## config.mk

```make
export PLATFORM = sky130hd
export DESIGN_NAME = sphere_triangle_subdivider_top
export DESIGN_NICKNAME = d
export VERILOG_FILES = /design/src/hw/rtl/sts_pkg.sv /design/src/hw/rtl/sts_datapath.sv /design/src/hw/rtl/sts_controller.sv /design/src/hw/rtl/sphere_triangle_subdivider_top.sv
export VERILOG_INCLUDE_DIRS = /design/src /design/src/hw/rtl
export SDC_FILE = /design/constraint.sdc
export NUM_CORES = 2
export LEC_CHECK = 0
export ABC_AREA = 0
export CORE_UTILIZATION = 55
export DETAILED_ROUTE_END_ITERATION = 10
export DONT_BUFFER_PORTS = 1
export PLACE_DENSITY_LB_ADDON = 0.08
export SYNTH_ARGS = -nofsm -noshare
export SYNTH_HDL_FRONTEND = slang
export SYNTH_SLANG_ARGS = --single-unit
```

## constraint.sdc

```tcl
create_clock -name clk -period 26.3 [get_ports clk]
set_clock_uncertainty 0.1 [all_clocks]
set_input_delay 3.945 -clock clk [delete_from_list [all_inputs] [get_ports clk]]
set_output_delay 3.945 -clock clk [all_outputs]
set_load 0.01 [all_outputs]
```

## src/hw/rtl/sphere_triangle_subdivider_top_macros.svh

```systemverilog
// Assertion macros shared by the subdivider RTL.
// Included by the top level; depends on nothing else.
`ifndef SPHERE_TRIANGLE_SUBDIVIDER_TOP_MACROS_SVH
`define SPHERE_TRIANGLE_SUBDIVIDER_TOP_MACROS_SVH

// Implication check, cycle-accurate, disabled in reset.
`define STS_ASSERT_IMP(lbl, ante, cons) \
  lbl: assert property (@(posedge clk) disable iff (rst) (ante) |-> (cons)) \
    else $error("assertion failed");

// Next-cycle implication check.
`define STS_ASSERT_NXT(lbl, ante, cons) \
  lbl: assert property (@(posedge clk) disable iff (rst) (ante) |=> (cons)) \
    else $error("assertion failed");

`endif

```

## src/hw/rtl/sts_pkg.sv

```systemverilog
// Package for the sphere triangle subdivider.
// Holds controller states and the controller/datapath command and status structs.
`default_nettype none
package sts_pkg;

  typedef enum logic [3:0] {
    ST_COLLECT,
    ST_SUM,
    ST_SQ,
    ST_SQRT,
    ST_DIV,
    ST_NEXT,
    ST_EMIT
  } state_t;

  localparam int unsigned NUM_RESULTS = 7;
  localparam int unsigned GUARD_BITS  = 8;

  // Commands from controller to datapath.
  typedef struct packed {
    logic       load_corner;
    logic [1:0] corner_sel;
    logic       edge_load;
    logic [1:0] edge_sel;
    logic       sq_step;
    logic       sqrt_start;
    logic       sqrt_step;
    logic       div_start;
    logic       div_step;
    logic       store_result;
  } cmd_t;

  // Status from datapath to controller.
  typedef struct packed {
    logic sq_done;
    logic zero_len;
    logic sqrt_done;
    logic div_done;
  } stat_t;

endpackage
`default_nettype wire

```

## src/hw/rtl/sts_datapath.sv

```systemverilog
// Datapath: corner store, edge sums, serial square sum, iterative root and divider.
// Depends on sts_pkg.
`default_nettype none
module sts_datapath #(
  parameter int COORD_FRAC_BITS = 14
) (
  input  logic                 clk,
  input  sts_pkg::cmd_t        cmd,
  output sts_pkg::stat_t       stat,
  input  logic signed [15:0]   in_x,
  input  logic signed [15:0]   in_y,
  input  logic signed [15:0]   in_z,
  input  logic [15:0]          in_index,
  input  logic [23:0]          in_color,
  output logic signed [15:0]   res_pos [3][3],
  output logic [23:0]          held_color [3],
  output logic [15:0]          held_index [3]
);
  // numerator magnitude is held in NUM_BITS + 1 bits
  localparam int NUM_BITS  = COORD_FRAC_BITS + int'(sts_pkg::GUARD_BITS) + 17;
  localparam int SQ_BITS   = 36;                        // three 17-bit squares
  localparam int RAD_BITS  = SQ_BITS + 16;              // S * 2^16
  localparam int ROOT_BITS = RAD_BITS / 2;
  localparam int CNT_BITS  = $clog2(NUM_BITS + 2);

  logic signed [15:0] px [3];
  logic signed [15:0] py [3];
  logic signed [15:0] pz [3];
  logic signed [16:0] sum [3];
  logic [1:0]         edge_id;
  logic [1:0]         axis;
  logic [SQ_BITS-1:0] sq_acc;
  logic [16:0]        mag;
  logic [33:0]        mag_sq;
  logic [RAD_BITS-1:0]  rem_r;
  logic [ROOT_BITS-1:0] root;
  logic [CNT_BITS-1:0]  cnt;
  logic [CNT_BITS-1:0]  cnt_m1;
  logic [NUM_BITS:0]    dnum;
  logic [NUM_BITS+1:0]  drem;
  logic [NUM_BITS:0]    quo;
  logic                 neg;
  logic [RAD_BITS+1:0]  trial;
  logic [NUM_BITS+1:0]  dtrial;
  logic [NUM_BITS+1:0]  dden;
  logic [NUM_BITS:0]    mag_q;

  // Rounded dividend: 2 * |s| * 2^(F+G) + d, divided later by 2d.
  function automatic logic [NUM_BITS:0] dividend(logic signed [16:0] s,
                                                 logic [ROOT_BITS-1:0] d);
    logic [16:0] m;
    m = s[16] ? 17'(-s) : 17'(s);
    return ((NUM_BITS + 1)'(m) << (COORD_FRAC_BITS + int'(sts_pkg::GUARD_BITS) + 1))
           + (NUM_BITS + 1)'(d);
  endfunction

  // Hold corners.
  always_ff @(posedge clk) begin
    if (cmd.load_corner) begin
      px[cmd.corner_sel]         <= in_x;
      py[cmd.corner_sel]         <= in_y;
      pz[cmd.corner_sel]         <= in_z;
      held_index[cmd.corner_sel] <= in_index;
      held_color[cmd.corner_sel] <= in_color;
    end
  end

  // Magnitude and square of the selected component, and the root and divider trials.
  always_comb begin
    mag = sum[axis][16] ? 17'(-sum[axis]) : 17'(sum[axis]);
    mag_sq = mag * mag;
    cnt_m1 = CNT_BITS'(cnt - 1'b1);
    trial = {2'b00, rem_r} - {2'b00, (RAD_BITS'({root, 2'b01}) << (2 * cnt_m1))};
    dden = (NUM_BITS + 2)'({root, 1'b0});
    dtrial = {drem[NUM_BITS:0], dnum[NUM_BITS]} - dden;
    mag_q = quo;
  end

  // Edge sums, square accumulation, root and division sequencing.
  always_ff @(posedge clk) begin
    if (cmd.edge_load) begin
      edge_id <= cmd.edge_sel;
      axis    <= 2'd0;
      sq_acc  <= '0;
      for (int a = 0; a < 3; a++) begin
        logic [1:0] i0, i1;
        i0 = cmd.edge_sel;
        i1 = (cmd.edge_sel == 2'd2) ? 2'd0 : 2'(cmd.edge_sel + 2'd1);
        case (a)
          0: sum[a] <= 17'(px[i0]) + 17'(px[i1]);
          1: sum[a] <= 17'(py[i0]) + 17'(py[i1]);
          default: sum[a] <= 17'(pz[i0]) + 17'(pz[i1]);
        endcase
      end
    end else if (cmd.sq_step) begin
      sq_acc <= sq_acc + SQ_BITS'(mag_sq);
      axis   <= 2'(axis + 2'd1);
    end
    if (cmd.sqrt_start) begin
      rem_r <= {sq_acc, 16'd0};
      root  <= '0;
      cnt   <= CNT_BITS'(ROOT_BITS);
    end else if (cmd.sqrt_step) begin
      // One result bit per cycle (restoring square root), bit cnt-1.
      if (!trial[RAD_BITS+1]) begin
        rem_r <= trial[RAD_BITS-1:0];
        root  <= {root[ROOT_BITS-2:0], 1'b1};
      end else begin
        root  <= {root[ROOT_BITS-2:0], 1'b0};
      end
      cnt <= cnt_m1;
    end
    if (cmd.div_start) begin
      axis <= 2'd0;
      // (2*m*2^(F+8) + d) / (2d): dividend built here
      neg  <= sum[0][16];
      dnum <= dividend(sum[0], root);
      drem <= '0;
      quo  <= '0;
      cnt  <= CNT_BITS'(NUM_BITS + 1);
    end else if (cmd.div_step) begin
      if (cnt != '0) begin
        if (!dtrial[NUM_BITS+1]) begin
          drem <= dtrial;
          quo  <= {quo[NUM_BITS-1:0], 1'b1};
        end else begin
          drem <= {drem[NUM_BITS:0], dnum[NUM_BITS]};
          quo  <= {quo[NUM_BITS-1:0], 1'b0};
        end
        dnum <= {dnum[NUM_BITS-1:0], 1'b0};
        cnt  <= CNT_BITS'(cnt - 1'b1);
      end
    end
    if (cmd.store_result) begin
      if (stat.zero_len) begin
        res_pos[edge_id][axis] <= sum[axis][15:0];
      end else if (neg) begin
        res_pos[edge_id][axis] <= (mag_q > (NUM_BITS + 1)'(32768)) ? 16'sh8000
                                  : 16'(-mag_q);
      end else begin
        res_pos[edge_id][axis] <= (mag_q > (NUM_BITS + 1)'(32767)) ? 16'sh7fff
                                  : 16'(mag_q);
      end
      if (axis != 2'd2) begin
        axis <= 2'(axis + 2'd1);
        neg  <= sum[2'(axis + 2'd1)][16];
        dnum <= dividend(sum[2'(axis + 2'd1)], root);
        drem <= '0;
        quo  <= '0;
        cnt  <= CNT_BITS'(NUM_BITS + 1);
      end
    end
  end

  // Status.
  assign stat.sq_done   = (axis == 2'd3);
  assign stat.zero_len  = (sq_acc == '0);
  assign stat.sqrt_done = (cnt == '0) && !cmd.sqrt_start;
  assign stat.div_done  = (cnt == '0);
endmodule
`default_nettype wire

```

## src/hw/rtl/sts_controller.sv

```systemverilog
// Controller state machine: corner count, edge sequencing and result emission.
// Depends on sts_pkg.
`default_nettype none
module sts_controller (
  input  logic           clk,
  input  logic           rst,
  input  logic           in_fire,
  input  logic           out_free,
  input  sts_pkg::stat_t stat,
  output sts_pkg::cmd_t  cmd,
  output logic           in_rdy,
  output logic           emit,
  output logic [2:0]     emit_sel
);
  sts_pkg::state_t state, state_next;
  logic [1:0] corner, corner_next;
  logic [1:0] edge_n, edge_n_next;
  logic [1:0] ax, ax_next;
  logic [2:0] res, res_next;

  // Hold state.
  always_ff @(posedge clk) begin
    if (rst) begin
      state  <= sts_pkg::ST_COLLECT;
      corner <= '0;
      edge_n <= '0;
      ax     <= '0;
      res    <= '0;
    end else begin
      state  <= state_next;
      corner <= corner_next;
      edge_n <= edge_n_next;
      ax     <= ax_next;
      res    <= res_next;
    end
  end

  // Advance sequence.
  always_comb begin
    state_next  = state;
    corner_next = corner;
    edge_n_next = edge_n;
    ax_next     = ax;
    res_next    = res;
    cmd         = '0;
    in_rdy      = 1'b0;
    emit        = 1'b0;
    emit_sel    = res;
    unique case (state)
      sts_pkg::ST_COLLECT: begin
        in_rdy = 1'b1;
        cmd.corner_sel = corner;
        if (in_fire) begin
          cmd.load_corner = 1'b1;
          if (corner == 2'd2) begin
            corner_next = '0;
            edge_n_next = '0;
            state_next  = sts_pkg::ST_SUM;
          end else begin
            corner_next = 2'(corner + 2'd1);
          end
        end
      end
      sts_pkg::ST_SUM: begin
        cmd.edge_load = 1'b1;
        cmd.edge_sel  = edge_n;
        state_next    = sts_pkg::ST_SQ;
      end
      sts_pkg::ST_SQ: begin
        if (stat.sq_done) begin
          cmd.sqrt_start = 1'b1;
          state_next     = sts_pkg::ST_SQRT;
        end else begin
          cmd.sq_step = 1'b1;
        end
      end
      sts_pkg::ST_SQRT: begin
        cmd.sqrt_step = 1'b1;
        if (stat.sqrt_done) begin
          cmd.sqrt_step = 1'b0;
          cmd.div_start = 1'b1;
          ax_next       = '0;
          state_next    = sts_pkg::ST_DIV;
        end
      end
      sts_pkg::ST_DIV: begin
        cmd.div_step = 1'b1;
        if (stat.div_done) begin
          cmd.store_result = 1'b1;
          if (ax == 2'd2) begin
            state_next = sts_pkg::ST_NEXT;
          end else begin
            ax_next = 2'(ax + 2'd1);
          end
        end
      end
      sts_pkg::ST_NEXT: begin
        if (edge_n == 2'd2) begin
          res_next   = '0;
          state_next = sts_pkg::ST_EMIT;
        end else begin
          edge_n_next = 2'(edge_n + 2'd1);
          state_next  = sts_pkg::ST_SUM;
        end
      end
      sts_pkg::ST_EMIT: begin
        if (out_free) begin
          emit = 1'b1;
          if (res == 3'(sts_pkg::NUM_RESULTS - 1)) begin
            state_next = sts_pkg::ST_COLLECT;
          end else begin
            res_next = 3'(res + 3'd1);
          end
        end
      end
      default: state_next = sts_pkg::ST_COLLECT;
    endcase
  end
endmodule
`default_nettype wire

```

## src/hw/rtl/sphere_triangle_subdivider_top.sv

```systemverilog
// Top level of the sphere triangle subdivider: ports, register, output word.
// Depends on sts_pkg, sts_controller, sts_datapath and the macros header.
//
// channel  | dir | word
// s_axis   | in  | one triangle corner
// m_axis   | out | new vertex or sub-triangle
// apb      | in  | base_vertex_count at address 0
//
// Corners are taken while the controller collects. After corner 3 each edge
// goes through the sum, squaring, root and a division per axis, then a
// step to advance; the pace is set by the shared bit-serial root and divider,
// and no new corner is taken until the last result of a triangle is emitted.
// Seven results then follow one per cycle through an output register that
// holds under stall. Reset restores base_vertex_count to 12 and clears the
// corner count.
`default_nettype none
`include "sphere_triangle_subdivider_top_macros.svh"
module sphere_triangle_subdivider_top #(
  parameter int INDEX_BITS      = 16,
  parameter int COORD_FRAC_BITS = 14
) (
  input  logic         clk,
  input  logic         rst,
  input  logic         s_axis_tvalid,
  output logic         s_axis_tready,
  // corner_x, corner_y, corner_z, corner_index, corner_color
  input  logic [87:0]  s_axis_tdata,
  output logic         m_axis_tvalid,
  input  logic         m_axis_tready,
  // pos_x, pos_y, pos_z, vertex_color, vertex_index, tri_a, tri_b, tri_c
  output logic [135:0] m_axis_tdata,
  // is_triangle
  output logic         m_axis_tuser,
  output logic         m_axis_tlast,
  input  logic         psel,
  input  logic         penable,
  input  logic         pwrite,
  input  logic [1:0]   paddr,
  input  logic [31:0]  pwdata,
  output logic [31:0]  prdata,
  output logic         pready
);
  localparam logic [1:0] ADDR_BASE = 2'd0;

  sts_pkg::cmd_t  cmd;
  sts_pkg::stat_t stat;
  logic                   in_fire, out_free, emit;
  logic [2:0]             emit_sel;
  logic [15:0]            base_count;
  logic [INDEX_BITS-1:0]  next_free;
  logic signed [15:0]     res_pos [3][3];
  logic [23:0]            hcol [3];
  logic [15:0]            hidx [3];
  logic [INDEX_BITS-1:0]  n0, n1, n2;
  logic [15:0]            m0, m1, m2;
  logic [135:0]           word;

  assign pready   = 1'b1;
  assign prdata   = {16'd0, base_count};
  assign in_fire  = s_axis_tvalid && s_axis_tready;
  assign out_free = !m_axis_tvalid || m_axis_tready;

  // Register write and fresh index counter.
  always_ff @(posedge clk) begin
    if (rst) begin
      base_count <= 16'd12;
      next_free  <= INDEX_BITS'(16'd12);
    end else if (psel && penable && pwrite && paddr == ADDR_BASE) begin
      base_count <= pwdata[15:0];
      next_free  <= INDEX_BITS'(pwdata[15:0]);
    end else if (emit && emit_sel == 3'(sts_pkg::NUM_RESULTS - 1)) begin
      next_free <= INDEX_BITS'(next_free + INDEX_BITS'(3));
    end
  end

  sts_controller u_ctrl (
    .clk, .rst, .in_fire, .out_free, .stat, .cmd,
    .in_rdy(s_axis_tready), .emit, .emit_sel
  );

  sts_datapath #(.COORD_FRAC_BITS(COORD_FRAC_BITS)) u_dp (
    .clk, .cmd, .stat,
    .in_x(s_axis_tdata[15:0]), .in_y(s_axis_tdata[31:16]), .in_z(s_axis_tdata[47:32]),
    .in_index(s_axis_tdata[63:48]), .in_color(s_axis_tdata[87:64]),
    .res_pos, .held_color(hcol), .held_index(hidx)
  );

  assign n0 = next_free;
  assign n1 = INDEX_BITS'(next_free + INDEX_BITS'(1));
  assign n2 = INDEX_BITS'(next_free + INDEX_BITS'(2));
  assign m0 = 16'(n0);
  assign m1 = 16'(n1);
  assign m2 = 16'(n2);

  // Select result word.
  always_comb begin
    word = '0;
    case (emit_sel)
      3'd0, 3'd1, 3'd2: begin
        word[15:0]   = res_pos[emit_sel[1:0]][0];
        word[31:16]  = res_pos[emit_sel[1:0]][1];
        word[47:32]  = res_pos[emit_sel[1:0]][2];
        word[71:48]  = hcol[emit_sel[1:0]];
        word[87:72]  = (emit_sel == 3'd0) ? m0 : (emit_sel == 3'd1) ? m1 : m2;
      end
      3'd3: word[135:88] = {m2, m0, hidx[0]};
      3'd4: word[135:88] = {m0, m1, hidx[1]};
      3'd5: word[135:88] = {m1, m2, hidx[2]};
      default: word[135:88] = {m2, m1, m0};
    endcase
  end

  // Output register; hold while stalled.
  always_ff @(posedge clk) begin
    if (rst) begin
      m_axis_tvalid <= 1'b0;
    end else if (emit) begin
      m_axis_tvalid <= 1'b1;
    end else if (m_axis_tready) begin
      m_axis_tvalid <= 1'b0;
    end
  end
  always_ff @(posedge clk) begin
    if (emit) begin
      m_axis_tdata <= word;
      m_axis_tuser <= (emit_sel > 3'd2);
      m_axis_tlast <= (emit_sel == 3'(sts_pkg::NUM_RESULTS - 1));
    end
  end

  `STS_ASSERT_IMP(a_no_in_while_out, m_axis_tvalid && !m_axis_tready && s_axis_tready, !emit)
  `STS_ASSERT_IMP(a_emit_free, emit, out_free)
  `STS_ASSERT_NXT(a_emit_valid, emit, m_axis_tvalid)
endmodule
`default_nettype wire
```

* After elaboration in Yosys (flattened, before gate mapping)
Memories as Yosys holds them, arrays and structs flattened. A register that Yosys moved wholly into a read port is not among the register bits. Index checks and enable logic that the tools add are counted.
Operators by class: add/sub/neg operators 22, $mul 1, $lt $le $gt $ge 10, eq/ne operators 31, shift operators 1, muxes and demuxes 110, bitwise operators 5, reduce and logical (&&, ||, !) cells 32
Operator list (number):
- $bwmux W144 | 3
- $mux W40 | 10
- $mux W144 | 2
- $mux W41 | 6
- $pmux W48 S4 | 1
- $mux W52 | 3
- $mux W48 | 3
- $mux W16 | 8
- $bmux W48 S2 | 1
- $demux W48 S2 | 1
- $add A40 B26 Y40 | 2
- $bwmux W72 | 1
- $mux W24 | 3
- $demux W16 S2 | 2
- $sub A52 B52 Y53 | 1
- $shl A28 B7 Y52 | 1
- $add A16 B16 Y17 | 3
- $mux W17 | 3
- $neg A17 Y17 | 3
- $bmux W24 S2 | 1
- $bwmux W48 | 1
- $demux W24 S2 | 1
- $mux W6 | 7
- $sub A41 B27 Y41 | 1
- 45 further kinds | 144
Word-level totals: bits in registers 694, bits in writable memories 195, input port bits 129, output and inout port bits 173, logic and storage cells 254, memories kept 4
Memories:
- u_dp.sum | depth 3, bits a word 17, read ports 3, clocked after memory_dff 1, write ports 3, line sts_datapath.sv:29 | logic signed [16:0] sum [3];
- u_dp.px | depth 3, bits a word 16, read ports 2, clocked after memory_dff 0, write ports 1, line sts_datapath.sv:26 | logic signed [15:0] px [3];
- u_dp.py | depth 3, bits a word 16, read ports 2, clocked after memory_dff 0, write ports 1, line sts_datapath.sv:27 | logic signed [15:0] py [3];
- u_dp.pz | depth 3, bits a word 16, read ports 2, clocked after memory_dff 0, write ports 1, line sts_datapath.sv:28 | logic signed [15:0] pz [3];

* Depth between registers and ports, before layout
word-level depth 14, gate-level depth with buffers 38, gate-level depth less buffers 34

* By module
A second synthesis with hierarchy kept.
Unflattened totals: cell total of the unflattened synthesis 5805, area, all modules 56766.9 µm²
Modules (own cells, without submodules):
- sts_datapath | times used 1, cells each 4705, area an instance 46395.7 µm², seq. area each 19068.3 µm²
- sphere_triangle_subdivider_top | times used 1, cells each 1001, area an instance 9549.2 µm², seq. area each 4804.6 µm²
- sts_controller | times used 1, cells each 99, area an instance 822.0 µm², seq. area each 240.2 µm²

* Worst setup path before layout
No wires, ideal clock.
path type input -> register, from input s_axis_tvalid, to register u_dp.held_color[24] (netlist bit) (enable), setup time 663 ps, arrival 10534 ps, data required time 25537 ps, setup slack 15003 ps, stages on the path 2, buffers on the path 0, path through nand2_1 -> nor3b_1
On the way: word-level cells in the longest chain between the ends 3
Ends and longest elaborated chain:
- start: declaration | line sphere_triangle_subdivider_top.sv:24 | input logic s_axis_tvalid,
- $logic_and A1 B1 Y1 | line sphere_triangle_subdivider_top.sv:60 | assign in_fire = s_axis_tvalid && s_axis_tready;
- $mux W1 | line sts_controller.sv:53 | if (in_fire) begin
- $mux W3 | line sts_controller.sv:49 | unique case (state)
- end signal: indexed assignment | line sts_datapath.sv:64 | held_color[cmd.corner_sel] <= in_color;
- end: declaration | line sts_datapath.sv:16 | output logic [23:0] held_color [3],
Every way passes these cells. A chain may end at the register's enable or synchronous reset.

==> flow_metrics.env <==
export IMPL_outcome="finished clean"
export IMPL_routedWlPerCell_um=19.8
export IMPL_period_minus_slack_ns=10.37
export IMPL_synth_area_um2=56800
export IMPL_crit_top_cell="inv_1"
export IMPL_hold_violations=0
export IMPL_rsz0062_at_grt="no"
export IMPL_die_height_um=323
export IMPL_crit_fanout=37
export IMPL_reg2reg_depth=34
export IMPL_crit_arrival_ns=10.83
export IMPL_core_area_um2=102000
export IMPL_async_flop_share_pct=0
export IMPL_maxCapViolCount=0
export IMPL_cts_path_max_buffers=3
export IMPL_cts_root_buf="clkbuf_16"
export IMPL_synth_edff_count=635
export IMPL_crit_path_end="u_dp.sq_acc[35]"
export IMPL_area_growth_pct=7.69
export IMPL_hold_path_startpoint="u_dp.mag_q[39]"
export IMPL_hold_class="reg2reg"
export IMPL_critPathRequiredTime_ns=26.75
export IMPL_cts_setup_buffers=0
export IMPL_setup_viol=0
export IMPL_cp_start_kind="register"
export IMPL_fin_setup_tns_ns=0
export IMPL_dp_hpwl_um=104000
export IMPL_grt_pass1_wl_um=228000
export IMPL_clk_pin_slew_ns=0.06
export IMPL_vias=43700
export IMPL_synth_top_area_share_pct=33.6
export IMPL_ios=302
export IMPL_seq_area_frac_synth_pct=42.5
export IMPL_drt_iter0_drc=3627
export IMPL_critPathKind="reg2reg"
export IMPL_end_kind="register"
export IMPL_reg2reg_from="u_dp.axis[0]"
export IMPL_crit_slowest_cell="mux2i_1"
export IMPL_dieArea_um2=105000
export IMPL_rows=117
export IMPL_maxSlewHeadroom_pct=17.5
export IMPL_final_antenna_net_count=0
export IMPL_drc_errors=0
export IMPL_cts_resized=0
export IMPL_slew_violations=0
export IMPL_min_period_over_period_pct=39.4
export IMPL_clk_insertion_delay_late_ns=0.73
export IMPL_layout_nets=6578
export IMPL_critPathLaunch="u_dp.axis[0]"
export IMPL_syn_avg_cell_area_um2=9.29
export IMPL_gr_total_overflow=0
export IMPL_gp_congestion=0.919
export IMPL_max_freq_mhz=96.4
export IMPL_yosysTopAreaCell="edfxtp_1"
export IMPL_cts_sinks=887
export IMPL_worst_slew_pin_transition_ns=1.23
export IMPL_multi_input_area_um2=29700
export IMPL_ys_flop_type="edfxtp_1"
export IMPL_fillers=8925
export IMPL_yosys_register_bits=887
export IMPL_grt_max_degree=157
export IMPL_reg2reg_setup_slack_ns=15.93
export IMPL_cts_max_level=3
export IMPL_start_util_pct=55.7
export IMPL_viasPerCell=5.90
export IMPL_dr_pass1_iters=5
export IMPL_synth_most_common_cell="nor2_1"
export IMPL_drive_gt1_share_pct=5.72
export IMPL_ys_warnings_count=0
export IMPL_cts_hold_buf=0
export IMPL_antenna_found_initial=3
export IMPL_numCtsBuffers=96
export IMPL_wirelength_um=147000
export IMPL_yosys_top_cells_count="nor2_1 (851), nand2_1 (747), edfxtp_1 (635)"
export IMPL_cpPeakStageDelay_ns=0.78
export IMPL_yosys_top_cells_area="edfxtp_1 (34%), dfxtp_1 (8.9%), fa_1 (8.0%)"
export IMPL_grt_pass1_vias=41200
export IMPL_grt_util_all_layers_pct=27.7
export IMPL_dieWidth_um=323
export IMPL_synth_cell_types=99
export IMPL_regArea_um2=24100
export IMPL_synthCells=6112
export IMPL_cts_tree="done"
export IMPL_io_buffers=0
export IMPL_rr_endpoint="u_dp.sq_acc[35]"
==> critical path, delay by kind of cell, from the launching register on <==
family                   cells  cell delay (ns)
adder cells (fa/ha/maj)      7             3.30
AO/OA/AOI/OAI               10             2.80
buffers and inverters        9             1.32
multiplexers                 3             1.32
AND/OR/NAND/NOR              4             0.88
flip-flops                   1             0.31
XOR/XNOR                     1             0.17
==> logic make-up (layout without fill, tap and decap cells) <==
kind of cell | Yosys count | in the layout | synth area share, %
compound gates | 1403 | 1403 | 15.3
xor+xnor | 241 | 241 | 3.72
fa+ha+maj | 491 | 491 | 13.8
buf+inv | 845 | 743 | 5.77
flops | 887 | 887 | 42.5
mux | 177 | 177 | 3.29
other cells | 2 | 30 | 0.0132
simple gates | 2066 | 2066 | 15.6
==> sequential cells by signal, summed over array words and instances (netlist names), 3 cells and up <==
signal	count
u_dp.rem_r	52
u_dp.dnum	40
u_dp.root	26
u_dp.held_color	72
u_dp.res_pos	144
u_dp.sum	51
u_dp.mag_q	40
m0	16
u_dp.cnt	6
u_dp.held_index	48
u_dp.py	48
m_axis_tdata	136
u_dp.pz	48
u_dp.px	48
u_dp.drem	40
base_count	16
u_dp.sq_acc	36
u_ctrl.state	3
u_ctrl.emit_sel	3
==> worst min-delay path by stage <==
| stage | end | slack (ns) | cells past startpoint |
|---|---|---|---|
| after CTS | u_dp.mag_q[31] | 0.36 | 2 |
| after global routing | u_dp.dnum[0] | 0.38 | 2 |
| final | u_dp.mag_q[39] | 0.36 | 2 |
| after floorplan | u_dp.drem[0] | 0.33 | 2 |
| after global placement | u_dp.dnum[0] | 0.35 | 2 |
| after detailed placement | u_dp.dnum[0] | 0.36 | 2 |
==> stage by stage <==
| step | hold WS (ns) | std cells | worst slack, ns | instance area (um^2) | utilization (%) |
|---|---|---|---|---|---|
| global route | 0.379 | 7406 | 15.38 | 61100 | 59.9 |
| finish | 0.360 | 7406 | 15.93 | 61100 | 59.9 |
| CTS | 0.363 | 7404 | 16.02 | 61100 | 59.9 |
| floorplan | 0.332 | 6138 | 15.00 | 56900 | - |
| global placement | 0.350 | 7228 | 16.11 | 57900 | 56.8 |
| detailed placement | 0.357 | 7228 | 16.07 | 57900 | 56.8 |
==> area by class of cell <==
type                       count  share of cell area, %
timing repair buffer          71                  0.892
sequential                   887                   39.5
inverter                     496                   3.06
clock buffer                 128                   4.38
multi-input combinational   4406                   48.5
clock inverter                48                  0.896
tap                         1368                   2.80
antenna                        2                0.00818
==> metal layers <==
| metal | global-route usage (%) | wire, um | up-vias | share of wire [%] |
|---|---|---|---|---|
| li1 | - | - | 21000 | - |
| met5 | 0 | 0 | - | 0 |
| met1 | 36.9 | 62500 | 21200 | 43 |
| met3 | 4.34 | 9180 | 240 | 6.3 |
| met4 | 9.45 | 4680 | 0 | 3.2 |
| met2 | 46.1 | 70200 | 1319 | 48 |
==> cell usage in the layout (no fill, tap or decap), types with 70 or more instances in the layout <==
cell type  instances
xnor2_1          147
fa_1             227
ha_1             264
inv_1            488
o21ai_0          247
a21oi_1          596
mux2i_1          157
nand3_1           87
edfxtp_1         635
dfxtp_1          247
xor2_1            86
clkbuf_16         99
nand2_1          745
and3_1            74
buf_4             70
nor2_1           840
Power is left out: the tool's default activity adds up to more than one toggle a clock period on the data nets, which glitch-free logic cannot reach.
